File: src/sv/mlpbp_pkg.sv
// shared types, constants and fixed-point helpers of the two-layer perceptron trainer
// no dependencies; used by mlpbp_cell, mlpbp_sigmoid_rom and mlp_backprop_trainer
`default_nettype none

package mlpbp_pkg;

  localparam logic [1:0] ACT_WRITE = 2'd0;
  localparam logic [1:0] ACT_INFER = 2'd1;
  localparam logic [1:0] ACT_TRAIN = 2'd2;
  localparam logic [1:0] ACT_APPLY = 2'd3;

  localparam logic [15:0] RATE_RESET = 16'd6554;

  // e^-k in Q32 for k = 0..8
  localparam logic [63:0] EXP_NEG_INT [9] = '{
    64'd4294967296, 64'd1580030169, 64'd581260615, 64'd213833830, 64'd78665039,
    64'd28939263, 64'd10646160, 64'd3916503, 64'd1440801
  };

  typedef struct packed {
    logic        en;
    logic [4:0]  idx;
    logic [15:0] val;
  } wcmd_t;

  // shift right, rounding half toward plus infinity
  function automatic logic signed [63:0] rnd_sh(logic signed [63:0] v, int unsigned sh);
    return (v + (64'sd1 <<< (sh - 1))) >>> sh;
  endfunction

  function automatic logic ovf16(logic signed [63:0] v);
    return (v > 64'sd32767) || (v < -64'sd32768);
  endfunction

  function automatic logic signed [15:0] sat16(logic signed [63:0] v);
    if (v > 64'sd32767) return 16'sh7fff;
    if (v < -64'sd32768) return 16'sh8000;
    return v[15:0];
  endfunction

  function automatic logic ovf32(logic signed [63:0] v);
    return (v > 64'sd2147483647) || (v < -64'sd2147483648);
  endfunction

  function automatic logic signed [31:0] sat32(logic signed [63:0] v);
    if (v > 64'sd2147483647) return 32'sh7fffffff;
    if (v < -64'sd2147483648) return 32'sh80000000;
    return v[31:0];
  endfunction

  // unsigned quotient by restoring shift and subtract, elaboration only
  function automatic logic [63:0] udiv64(logic [63:0] num, logic [63:0] den);
    logic [64:0] rem;
    logic [63:0] q;
    rem = '0;
    q   = '0;
    for (int b = 63; b >= 0; b--) begin
      rem = {rem[63:0], num[b]};
      if (rem >= {1'b0, den}) begin
        rem  = rem - {1'b0, den};
        q[b] = 1'b1;
      end
    end
    return q;
  endfunction

  // sigmoid at a Q32 point pos (0..2^36 spans -8..8), Q12 result, elaboration only
  function automatic logic [12:0] sig_value(logic [63:0] pos);
    logic [63:0] mid;
    logic        neg;
    logic [63:0] a;
    logic [63:0] k;
    logic [63:0] f;
    logic [63:0] term;
    logic [63:0] ef;
    logic [63:0] inv;
    logic [63:0] e;
    logic [63:0] den;
    logic [63:0] s;
    mid  = 64'd1 << 35;
    neg  = pos < mid;
    a    = neg ? mid - pos : pos - mid;
    k    = a >> 32;
    f    = a & 64'hffff_ffff;
    term = 64'd1 << 32;
    ef   = term;
    for (int n = 1; n <= 20; n++) begin
      term = udiv64((term * f) >> 32, 64'(n));
      ef   = ef + term;
    end
    inv = udiv64(64'hffff_ffff_ffff_ffff, ef);
    if (k > 64'd8) k = 64'd8;
    e   = (EXP_NEG_INT[k[3:0]] * inv) >> 32;
    den = (64'd1 << 32) + e;
    s   = udiv64((64'd1 << 44) + (den >> 1), den);
    return neg ? 13'(64'd4096 - s) : s[12:0];
  endfunction

endpackage

`default_nettype wire

File: src/sv/mlpbp_sigmoid_rom.sv
// sigmoid lookup table, Q0.12 values, registered read
// depends on mlpbp_pkg (sig_value)
`default_nettype none

module mlpbp_sigmoid_rom #(
  parameter int ENTRIES = 256
) (
  input  wire logic                       clk,
  input  wire logic                       en,
  input  wire logic [$clog2(ENTRIES)-1:0] idx,
  output logic      [12:0]                y
);

  logic [12:0] tab [ENTRIES];

  for (genvar g = 0; g < ENTRIES; g++) begin : g_tab
    localparam logic [63:0] POS = (64'(2 * g + 1) << 35) / 64'(ENTRIES);
    localparam logic [12:0] VAL = mlpbp_pkg::sig_value(POS);
    assign tab[g] = VAL;
  end

  always_ff @(posedge clk) begin
    if (en) begin
      y <= tab[idx];
    end
  end

endmodule

`default_nettype wire

File: config.mk
export PLATFORM = sky130hd
export DESIGN_NAME = mlpbp_sigmoid_rom
export DESIGN_NICKNAME = d
export VERILOG_FILES = /design/src/sv/mlpbp_pkg.sv /design/src/sv/mlpbp_sigmoid_rom.sv
export SDC_FILE = /design/constraint.sdc
export NUM_CORES = 1
export LEC_CHECK = 0
export ABC_AREA = 1
export BUFFER_PORTS_ARGS = -buffer_cell sky130_fd_sc_hd__buf_2
export CORE_UTILIZATION = 25
export CTS_CLUSTER_DIAMETER = 150
export CTS_CLUSTER_SIZE = 20
export DETAILED_ROUTE_END_ITERATION = 7
export GPL_ROUTABILITY_DRIVEN = 0
export PLACE_DENSITY = 0.4
export SYNTH_ARGS = -nofsm -noshare
export SYNTH_HDL_FRONTEND = slang
export SYNTH_SLANG_ARGS = --single-unit
File: constraint.sdc
create_clock -name clk -period 1.8 [get_ports clk]
set_clock_uncertainty 0.05 [all_clocks]
set_input_delay 0.18 -clock clk [delete_from_list [all_inputs] [get_ports clk]]
set_output_delay 0.18 -clock clk [all_outputs]
set_load 0.05 [all_outputs]
Word level (Yosys, flattened, before mapping). Memories as Yosys holds them, arrays and structs flattened. A register that Yosys moved wholly into a read port is not among the register bits. Index checks and enable logic that the tools add are counted.

Bits in registers: 0. Bits in latches: 0. Bits in writable memories: 0. Memory bits (read-only): 3328. Input port bits: 10. Output and inout bits: 13. Logic and storage cells: 2. Memories: 1.

Add/subtract/negate cells: 0. $mul: 0. Divide/modulo/power cells: 0. Magnitude comparators: 0. Equality and inequality tests: 0. Shift operators: 0. Muxes and demuxes: 0. Bitwise gates (word level): 1. Reductions and logical operators: 0.

Memory list: (name not given) (words 256, width 13, rd ports 1, clocked after memory_dff 1, wr ports 0, RTL line mlpbp_sigmoid_rom.sv:24) `y <= tab[idx];`.

Operator list (count): NOT 8 -> 9 bit (1).

Depth between registers and ports, before layout.
Depth after elaboration: 1. Mapped depth: 14.

Worst setup path after synthesis. No wires, ideal clock.

Path type: input-to-reg. Start: input port idx[1]. End: register y[2], data pin. Setup time: 0.249 ns. Arrival time: 1.409 ns. Path slack: 0.092 ns. Stages: 12. Buffers on the path: 0. Cell sequence: inv_1 > ha_1 > nand2_1 > nand2_1 > nand2_1 > nor2_1 > a21oi_1 > nand3_1 > nand2_1 > nand2_1 > nand2_1 > inv_1.

Longest elaborated chain between the ends: 1.

Ends and longest elaborated chain: start: declaration (RTL line mlpbp_sigmoid_rom.sv:10) `input wire logic [$clog2(ENTRIES)-1:0] idx,`; NOT 8 -> 9 bit (not written as such) (RTL line mlpbp_sigmoid_rom.sv:24); end: declaration (RTL line mlpbp_sigmoid_rom.sv:11) `output logic [12:0] y`.

Every way passes these cells.

Worst setup path after layout.
Start: input port idx[0]. End: register y[6], data pin.

The elaborated chain is that of the path after synthesis.

==> impl_metrics.yaml <==
synth:
  synth-simple-area-share: 0.5047
  synthCells: 540
  synth_top_family_by_area: "simple AND/OR/NAND/NOR gates"
  synthesis.nets: 566
  yosysUniqueCellTypes: 28
  synth.area.mux_share: 0
  synth_area_leader_cell: "nand2_1"
  synth_area_per_cell_um2: 5.202
  synth_xor_area_frac: 0
  synth-compound-area-share: 0.1804
  synthTopCellsByArea: "nand2_1, edfxtp_1, nand3_1, o21ai_0, ha_1"
  ys_seq_elements: 12
  syn_area_mm2: 0.002809
  synthAdderAreaFrac: 0.07127
  yosys.area.top_type_share: 0.2980
  yosysSeqAreaShare: 0.1283
  ys_warn_count: 0
power_and_ir_drop:
  clkPwrFrac: 0.142
  p_switching_uw: 853.4
  peakVddDrop_mv: 0.2327
  p_int_uw: 911.4
  p_comb_frac: 0.658
  totalPowerFinal_mw: 1.765
  seqPwrFrac: 0.200
  power_density_mw_per_mm2: 440.2
  switching_share: 0.4835
  p_leak_nw: 2.122
job:
  max_cap_viol_count: 0
finish:
  diodes: 0
  final_cells: 796
  top_register: "y"
  top_regs: "y x12"
  fin_nets: 683
  largest_reg_flops: 12
  layout-drive-gt1-share: 0.2607
  layout_common_cells: "nand2_1, buf_4, nand3_1"
  final_util: 0.3682
  final_common_cell: "nand2_1"
  syn_to_final_growth_pct: 42.72
clock_network:
  cts_buffer_depth: 2
  clock-sinks: 12
  cts_hold_buf: 0
  cts-htree-levels: 1
  cts_tree: "yes"
  numCtsBuffers: 3
  clk_pin_slew_ns: 0.05
  root_buffer: "clkbuf_8"
timing:
  timing_hold_violations_final: 0
  fin_crit_sh: 0.9667
  slew_headroom: 0.6366
  setup_viol: 0
  tightest_slew_ns: 0.5446
  setup_ws_ns: 0.05987
  finalCriticalPeriod_ns: 1.740
  fmax_mhz: 574.7
  final_max_slew_viol_count: 0
setup_path:
  worstPathCellList: "buf_2, inv_1, buf_4, buf_4, ha_1, nand2_1, o21ai_0, a21oi_1, nand3_1, nand3_1, nand2_1"
  critPathSlowestCell: "ha_1"
  critPathMaxStageDelay_ns: 0.30
  setup.worst_path.start_class: "input pin"
  crit_type: "input pin to flop"
  critPathArrivalTime_ns: 1.69
  critPathMaxFanout: 5
  worst-path-buf-inv: 4
  required_ns: 1.75
  crit_family: "buffers and inverters"
  endpoint_kind: "flop"
floorplan:
  core_mm2: 0.01089
  die_w_um: 108
  std_cell_rows: 38
  die_area_mm2: 0.01166
  initial_core_util: 0.2580
  io_pins: 23
  die_h_um: 108
detailed_routing:
  ant_nets: 0
  first_iter_violations: 591
  finalWirelength_mm: 15.01
  via_per_inst: 5.555
  wl_per_cell_um: 18.86
  dr.pass1.iters: 6
  drc: 0
  num_vias: 4422
hold_path:
  hp-class: "input pin to flop"
grt:
  antenna_found_initial: 1
  grt-ovfl-total: 0
  grt_pass1_wl_mm: 23.41
  grt_usage: 0.2664
  first_global_vias: 4297
  grt_max_degree: 27
placed_design:
  dp_cells: 790
  dp_slack_ns: -0.2162
  place_hpwl_mm: 11.56
  io_buffers: 21
outcome:
  status: "finished, final reports clean"
layout make-up:
type | instances | area [µm²]
tap | 140 | 175.2
inverter | 36 | 137.6
multi-input combinational | 462 | 2211
clock buffer | 3 | 41.29
timing repair buffer | 142 | 1080
fill | 1223 | 6879
clock inverter | 1 | 3.754
sequential | 12 | 360.3
power by group through the flow:
stage | Clock, mW | Sequential [mW] | Combinational, mW
6_report | 0.251 | 0.352 | 1.16
4_1_cts | 0.268 | 0.352 | 1.10
3_3_place_gp | 0 | 0.358 | 1.11
5_1_grt | 0.280 | 0.355 | 1.25
2_1_floorplan | 0 | 0.470 | 0.505
3_5_place_dp | 0 | 0.358 | 1.10
final timing paths:
path,slack (ns),endpoint,cells past startpoint,from
min,0.29,y[11]$_DFFE_PP_,2,idx[7]
max,0.06,y[6]$_DFFE_PP_,11,idx[0]
synth_stat cells, drive strengths merged:
master	number
nand4	6
inv	36
a32oi	1
nor2	52
edfxtp	12
clkbuf	7
o22ai	4
nand3b	1
a21oi	32
conb	1
buf	23
nor3	2
o21ai	49
nand3	63
ha	16
nand2	225
a21boi	1
o21bai	1
o211ai	2
a31oi	6
timing repair:
item	CTS	global route
setup buffers	0	2
gates resized for setup	0	26
setup endpoints to repair	0	9
layer usage:
metal / track usage / share of wire / vias to the layer above
li1: - / - / 2008
met3: 0.05244 / 0.11 / 81
met2: 0.3985 / 0.43 / 341
met1: 0.3500 / 0.41 / 1992
met4: 0.1634 / 0.057 / 0
met5: 0 / 0 / -
per-stage QoR:
stage	instance area [µm²]	hold slack (ns)	TNS (ns)
after floorplan	2809	0.2289	0
after global placement	3862	0.5310	-1.834
after detailed placement	3862	0.5287	-1.695
after CTS	3908	0.2762	0
after global routing	4009	0.2891	-0.003455
final	4009	0.2877	0
kinds of logic after synthesis:
family	after synthesis
buffers and inverters	66
flip-flops	12
AND/OR/NAND/NOR	349
AO/OA/AOI/OAI	96
adder cells (fa/ha/maj)	16
other	1
Note: power is estimated with default switching activity, not from simulation.
