## config.mk

```make
export PLATFORM = sky130hd
export DESIGN_NAME = mlpbp_cell
export DESIGN_NICKNAME = d
export VERILOG_FILES = /design/src/sv/mlpbp_pkg.sv /design/src/sv/mlpbp_cell.sv
export SDC_FILE = /design/constraint.sdc
export NUM_CORES = 1
export LEC_CHECK = 0
export BUFFER_PORTS_ARGS = -buffer_cell sky130_fd_sc_hd__buf_2
export CORE_AREA = 2 2 139 141
export CTS_BUF_LIST = sky130_fd_sc_hd__clkbuf_4 sky130_fd_sc_hd__clkbuf_8 sky130_fd_sc_hd__clkbuf_16
export DETAILED_ROUTE_END_ITERATION = 10
export DIE_AREA = 0 0 141 143
export PLACE_DENSITY_LB_ADDON = 0.2
export SYNTH_ARGS = -nofsm -noshare
export SYNTH_HDL_FRONTEND = slang
export SYNTH_SLANG_ARGS = --single-unit
```

## constraint.sdc

```tcl
create_clock -name clk -period 1.4 [get_ports clk]
set_clock_uncertainty 0.05 [all_clocks]
set_input_delay 0.07 -clock clk [delete_from_list [all_inputs] [get_ports clk]]
set_output_delay 0.07 -clock clk [all_outputs]
set_load 0.01 [all_outputs]
```

## src/sv/mlpbp_pkg.sv

```systemverilog
// shared types, constants and fixed-point helpers of the two-layer perceptron trainer
// no dependencies; used by mlpbp_cell, mlpbp_sigmoid_rom and mlp_backprop_trainer
`default_nettype none

package mlpbp_pkg;

  localparam logic [1:0] ACT_WRITE = 2'd0;
  localparam logic [1:0] ACT_INFER = 2'd1;
  localparam logic [1:0] ACT_TRAIN = 2'd2;
  localparam logic [1:0] ACT_APPLY = 2'd3;

  localparam logic [15:0] RATE_RESET = 16'd6554;

  // e^-k in Q32 for k = 0..8
  localparam logic [63:0] EXP_NEG_INT [9] = '{
    64'd4294967296, 64'd1580030169, 64'd581260615, 64'd213833830, 64'd78665039,
    64'd28939263, 64'd10646160, 64'd3916503, 64'd1440801
  };

  typedef struct packed {
    logic        en;
    logic [4:0]  idx;
    logic [15:0] val;
  } wcmd_t;

  // shift right, rounding half toward plus infinity
  function automatic logic signed [63:0] rnd_sh(logic signed [63:0] v, int unsigned sh);
    return (v + (64'sd1 <<< (sh - 1))) >>> sh;
  endfunction

  function automatic logic ovf16(logic signed [63:0] v);
    return (v > 64'sd32767) || (v < -64'sd32768);
  endfunction

  function automatic logic signed [15:0] sat16(logic signed [63:0] v);
    if (v > 64'sd32767) return 16'sh7fff;
    if (v < -64'sd32768) return 16'sh8000;
    return v[15:0];
  endfunction

  function automatic logic ovf32(logic signed [63:0] v);
    return (v > 64'sd2147483647) || (v < -64'sd2147483648);
  endfunction

  function automatic logic signed [31:0] sat32(logic signed [63:0] v);
    if (v > 64'sd2147483647) return 32'sh7fffffff;
    if (v < -64'sd2147483648) return 32'sh80000000;
    return v[31:0];
  endfunction

  // unsigned quotient by restoring shift and subtract, elaboration only
  function automatic logic [63:0] udiv64(logic [63:0] num, logic [63:0] den);
    logic [64:0] rem;
    logic [63:0] q;
    rem = '0;
    q   = '0;
    for (int b = 63; b >= 0; b--) begin
      rem = {rem[63:0], num[b]};
      if (rem >= {1'b0, den}) begin
        rem  = rem - {1'b0, den};
        q[b] = 1'b1;
      end
    end
    return q;
  endfunction

  // sigmoid at a Q32 point pos (0..2^36 spans -8..8), Q12 result, elaboration only
  function automatic logic [12:0] sig_value(logic [63:0] pos);
    logic [63:0] mid;
    logic        neg;
    logic [63:0] a;
    logic [63:0] k;
    logic [63:0] f;
    logic [63:0] term;
    logic [63:0] ef;
    logic [63:0] inv;
    logic [63:0] e;
    logic [63:0] den;
    logic [63:0] s;
    mid  = 64'd1 << 35;
    neg  = pos < mid;
    a    = neg ? mid - pos : pos - mid;
    k    = a >> 32;
    f    = a & 64'hffff_ffff;
    term = 64'd1 << 32;
    ef   = term;
    for (int n = 1; n <= 20; n++) begin
      term = udiv64((term * f) >> 32, 64'(n));
      ef   = ef + term;
    end
    inv = udiv64(64'hffff_ffff_ffff_ffff, ef);
    if (k > 64'd8) k = 64'd8;
    e   = (EXP_NEG_INT[k[3:0]] * inv) >> 32;
    den = (64'd1 << 32) + e;
    s   = udiv64((64'd1 << 44) + (den >> 1), den);
    return neg ? 13'(64'd4096 - s) : s[12:0];
  endfunction

endpackage

`default_nettype wire

```

## src/sv/mlpbp_cell.sv

```systemverilog
// one hidden neuron: its input weights, output weight, change accumulators and activations
// depends on mlpbp_pkg (wcmd_t); cells form a ring that rotates by one per shift
`default_nettype none

module mlpbp_cell #(
  parameter int NUM_INPUTS = 2,
  parameter int NUM_HIDDEN = 8,
  parameter int CELL_ID    = 0
) (
  input  wire logic                       clk,
  input  wire logic                       rst_n,
  input  wire logic                       shift,
  input  wire mlpbp_pkg::wcmd_t           wr,
  input  wire logic [NUM_INPUTS*16-1:0]   hw_i,
  input  wire logic [15:0]                ow_i,
  input  wire logic [NUM_INPUTS*32-1:0]   hc_i,
  input  wire logic [31:0]                oc_i,
  input  wire logic [12:0]                y_i,
  input  wire logic [10:0]                dy_i,
  output logic      [NUM_INPUTS*16-1:0]   hw_o,
  output logic      [15:0]                ow_o,
  output logic      [NUM_INPUTS*32-1:0]   hc_o,
  output logic      [31:0]                oc_o,
  output logic      [12:0]                y_o,
  output logic      [10:0]                dy_o
);

  localparam int OW_IDX = NUM_INPUTS * NUM_HIDDEN + CELL_ID;

  logic [NUM_INPUTS*16-1:0] hw_r;
  logic [15:0]              ow_r;
  logic [NUM_INPUTS*32-1:0] hc_r;
  logic [31:0]              oc_r;
  logic [12:0]              y_r;
  logic [10:0]              dy_r;

  always_ff @(posedge clk) begin
    if (!rst_n) begin
      hw_r <= '0;
      ow_r <= '0;
      hc_r <= '0;
      oc_r <= '0;
    end else if (shift) begin
      hw_r <= hw_i;
      ow_r <= ow_i;
      hc_r <= hc_i;
      oc_r <= oc_i;
    end else if (wr.en) begin
      for (int j = 0; j < NUM_INPUTS; j++) begin
        if (32'(wr.idx) == 32'(CELL_ID * NUM_INPUTS + j)) begin
          hw_r[j*16 +: 16] <= wr.val;
        end
      end
      if (32'(wr.idx) == 32'(OW_IDX)) begin
        ow_r <= wr.val;
      end
    end
  end

  always_ff @(posedge clk) begin
    if (shift) begin
      y_r  <= y_i;
      dy_r <= dy_i;
    end
  end

  assign hw_o = hw_r;
  assign ow_o = ow_r;
  assign hc_o = hc_r;
  assign oc_o = oc_r;
  assign y_o  = y_r;
  assign dy_o = dy_r;

endmodule

`default_nettype wire

```

* After elaboration in Yosys (flattened, before gate mapping) *
Cells that the tools add are included.

storage, ports and cells
  register bits after elaboration = 168
  bits of input ports = 193

cells by class
  muxes and demuxes = 7
  reduce and logical (&&, ||, !) cells = 8
  eq/ne operators = 2

operators by type and width
  operator              count
  $mux W16              5
  $mux W32              2
  $reduce_bool A2 Y1    4
  $reduce_and A2 Y1     3
  $eq A5 B1 Y1 const B  1
  $eq A5 B5 Y1 const B  1
  $logic_not A5 Y1      1

* Longest topological paths before layout *
  word-level depth = 4
  mapped depth = 5
  depth with buffers taken out = 3

* Least setup slack after synthesis *
No wires, ideal clock.

  path type = input to register
  from = input wr[16] (netlist bit)
  to = register hw_r[1] (netlist: hw_o[1])
  path buffers = 2
  data required time = 1.231 ns
  arrival = 1.093 ns
  setup slack = 0.137 ns
  stages on the path = 5
  setup time = 0.119 ns
  path through = buf_6 or4b_4 buf_6 o21ai_1 a21oi_1

between the ends
  word-level cells in the longest chain between the ends = 3

ends and longest elaborated chain
  what                                 line              RTL
  from (decl)                          mlpbp_cell.sv:13  input wire mlpbp_pkg::wcmd_t wr,
  $logic_not A5 Y1                     mlpbp_cell.sv:50  if (32'(wr.idx) == 32'(CELL_ID * NUM_INPUTS + j)) begin
  $reduce_bool A2 Y1 (no source line)  --
  $reduce_and A2 Y1 (no source line)   --
  to (signal assigned)                 mlpbp_cell.sv:44  hw_r <= hw_i;
  to (signal, indexed assignment)      mlpbp_cell.sv:51  hw_r[j*16 +: 16] <= wr.val;
  to (decl)                            mlpbp_cell.sv:30  logic [NUM_INPUTS*16-1:0] hw_r;

No other way between the ends.
A chain may end at the register's enable or synchronous reset.

* Worst setup path in the final report *
  from = input wr[16] (netlist bit)
  to = register hw_r[0] (netlist: hw_o[0])

The elaborated chain is that of the path after synthesis.

==> impl_metrics.yaml <==
critical_path:
  slowest_stage: "or4b_4"
  cp.arrival_ps: 1660
  cp_slowest_stage_delay_ps: 570
  worst-setup-path-type: "in2reg"
  path_cells: "buf_2, or4b_4, buf_6, o21ai_2, a21oi_1, dlygate4sd3_1"
  end_kind: "flop"
  crit_fanout: 6
  startpoint_type: "input port"
  cp.required_ps: 1660
routing:
  routed_wirelength_mm: 23.39
  drc_errors: 0
  drt_pass1_iterations: 5
  routed_via_density: 4.779
  wire_per_inst_um: 16.48
  vias: 6782
  detail-route-antenna-nets: 0
  initialDrtViolationCount: 253
final_layout:
  final_common_cell: "buf_2"
  syn_to_final_growth_pct: 73.63
  nFillCells: 1554
  drive_gt1_frac: 0.3730
  ff_latch_area_um2: 3603
  utilization: 0.6137
  multi_input_area_um2: 2735
  diodes: 0
  final_cell_mix: "358 x buf_2, 192 x dlygate4sd3_1, 144 x dfxtp_1, 97 x nor2b_1, 96 x mux2i_1"
  nets: 1365
min_path:
  min_path_type: "in2reg"
clock_tree:
  h-tree-depth: 4
  cts_buffer_depth: 2
  clock-root-buffer: "clkbuf_16"
  numCtsBuffers: 17
  clock_sinks: 168
  clk_pin_slew_ps: 70
  cts_tree: "done"
  clk_latency_ps: 420
floorplan:
  rows: 50
  start_util: 0.3535
  core_area_um2: 18580
  dieWidth_um: 141
  die-area_um2: 20160
  die_h_um: 143
  io_pins: 361
synth:
  netlist.area_leader.share: 0.4389
  syn-num-nets: 811
  synth_seq_cells: 168
  yosysSeqAreaShare: 0.5487
  ys_types: 22
  synth_area_leader_cell: "dfxtp_1"
  yosys-top-cells-area: "dfxtp_1 44%, mux2i_1 15%, edfxtp_1 11%, nor2b_1 9.2%, a31oi_1 4.6%"
  netlist_area_um2: 6568
  avgSynthCellArea_um2: 10.63
  netlist_instances: 618
  yosys_warnings: 0
power_and_ir_drop:
  p_leak_nw: 5.351
  pwr-share-clk: 0.382
  p_sw_w: 0.003209
  max-vdd-ir-drop_v: 0.0007501
  combPwrFrac: 0.175
  power.density_nw_per_um2: 1060
  total_power_w: 0.01209
  p_seq_frac: 0.443
  switching_share: 0.2655
  p_int_w: 0.008877
timing:
  slew_viol_final: 0
  setup_viol: 1
  setup_slack_ps: -3.257
  fin_crit_sh: 1.002
  hold_viol: 0
  post-route-min-period_ps: 1403
  max_slew_margin: 0.5465
  rsz0062_at_grt: "true"
  max_freq_ghz: 0.7126
  worst_pin_slew_ps: 680.2
grt:
  grtUsageMet2: 0.3995
  grt_pass1_wl_mm: 35.29
  antenna_found_initial: 0
  grt_overflow: 0
  use_met1: 0.2514
  grt_max_degree: 77
  top_usage_layer: "met2"
  grtUsageTotal: 0.2221
  use_met3: 0.06237
  first_global_vias: 6736
run:
  cap_viol_max_count: 0
placed_design:
  place_hpwl_mm: 15.01
  place_congestion: 0.8052
  io_buffer_count: 360
outcome:
  violations: "setup timing"
  outcome: "finished, violations left"
==> worst paths after layout <==
kind / start / to / slack, ps / cells after the start
worst min-delay path: shift / dy_o[0] / 110 / 2
worst max-delay path: wr[16] / hw_o[0] / -3 / 6
worst max register to register: ow_o[7] / ow_o[7] / 180 / 3
worst min register to register: hw_o[10] / hw_o[10] / 420 / 2
==> stage by stage <==
step                      cells  TNS [ps]  setup WS [ps]  hold WS (ps)  instance area [um2]
after CTS                  1416         0          12.56         89.13                11310
after global placement     1177         0          67.88         196.5                 8667
after floorplan             618         0          137.3         118.9                 6568
after global routing       1419    -64.48         -31.76         94.44                11400
final                      1419    -3.257         -3.257         110.9                11400
after detailed placement   1177         0          52.72         198.4                 8667
==> cells in the mapped netlist (all sizes together) <==
master / count
or3b: 2
or2: 1
buf: 24
mux2i: 96
edfxtp: 24
inv: 1
dfxtp: 144
or4b: 1
nor3b: 1
clkbuf: 32
nor2: 1
nand4: 16
o21ai: 96
nor2b: 97
a31oi: 48
nand2b: 1
a21oi: 32
nor4b: 1
==> final cells by class <==
class                      instances  share of cell area
inverter                           1           0.0003292
clock buffer                      18             0.03796
multi-input combinational        393              0.2399
clock inverter                    14             0.01229
sequential                       168              0.3160
tap                              234             0.02567
timing repair buffer             591              0.3679
==> critical path, delay by kind of cell <==
kind                   cells  cell delay, ps
buffers and inverters      3             810
AND/OR/NAND/NOR            1             570
AO/OA/AOI/OAI              2             190
==> sequential cells by signal (all words and copies together) (netlist names) <==
signal,count
oc_o,32
ow_o,16
hw_o,32
y_o,13
dy_o,11
hc_o,64
==> logic make-up after synthesis <==
logic type      Yosys count  share of synthesized area
compound gates          176                     0.1438
buf+inv                  57                    0.04077
flops                   168                     0.5487
mux                      96                     0.1463
simple gates            121                     0.1204
==> what timing repair did <==
action,4_1_cts,5_1_grt
hold buffers,207,1
endpoints found under the hold margin,172,1
setup buffers,0,12
gates resized for setup,0,22
setup endpoints to repair,0,20
==> metal layers <==
| layer | vias up | part of all wire |
|---|---|---|
| met5 | - | 0 |
| met2 | 281 | 0.51 |
| met1 | 3129 | 0.39 |
| met3 | 44 | 0.073 |
| li1 | 3328 | - |
| met4 | 0 | 0.028 |
==> power by group through the flow <==
stage	Clock (W)	Sequential (W)	Combinational [W]
detailed placement	0	0.00544	0.00161
global placement	0	0.00544	0.00160
global route	0.00492	0.00539	0.00229
floorplan	0	0.00561	0.000629
finish	0.00462	0.00535	0.00212
CTS	0.00475	0.00534	0.00209
Note: power is estimated with default switching activity, not from simulation.
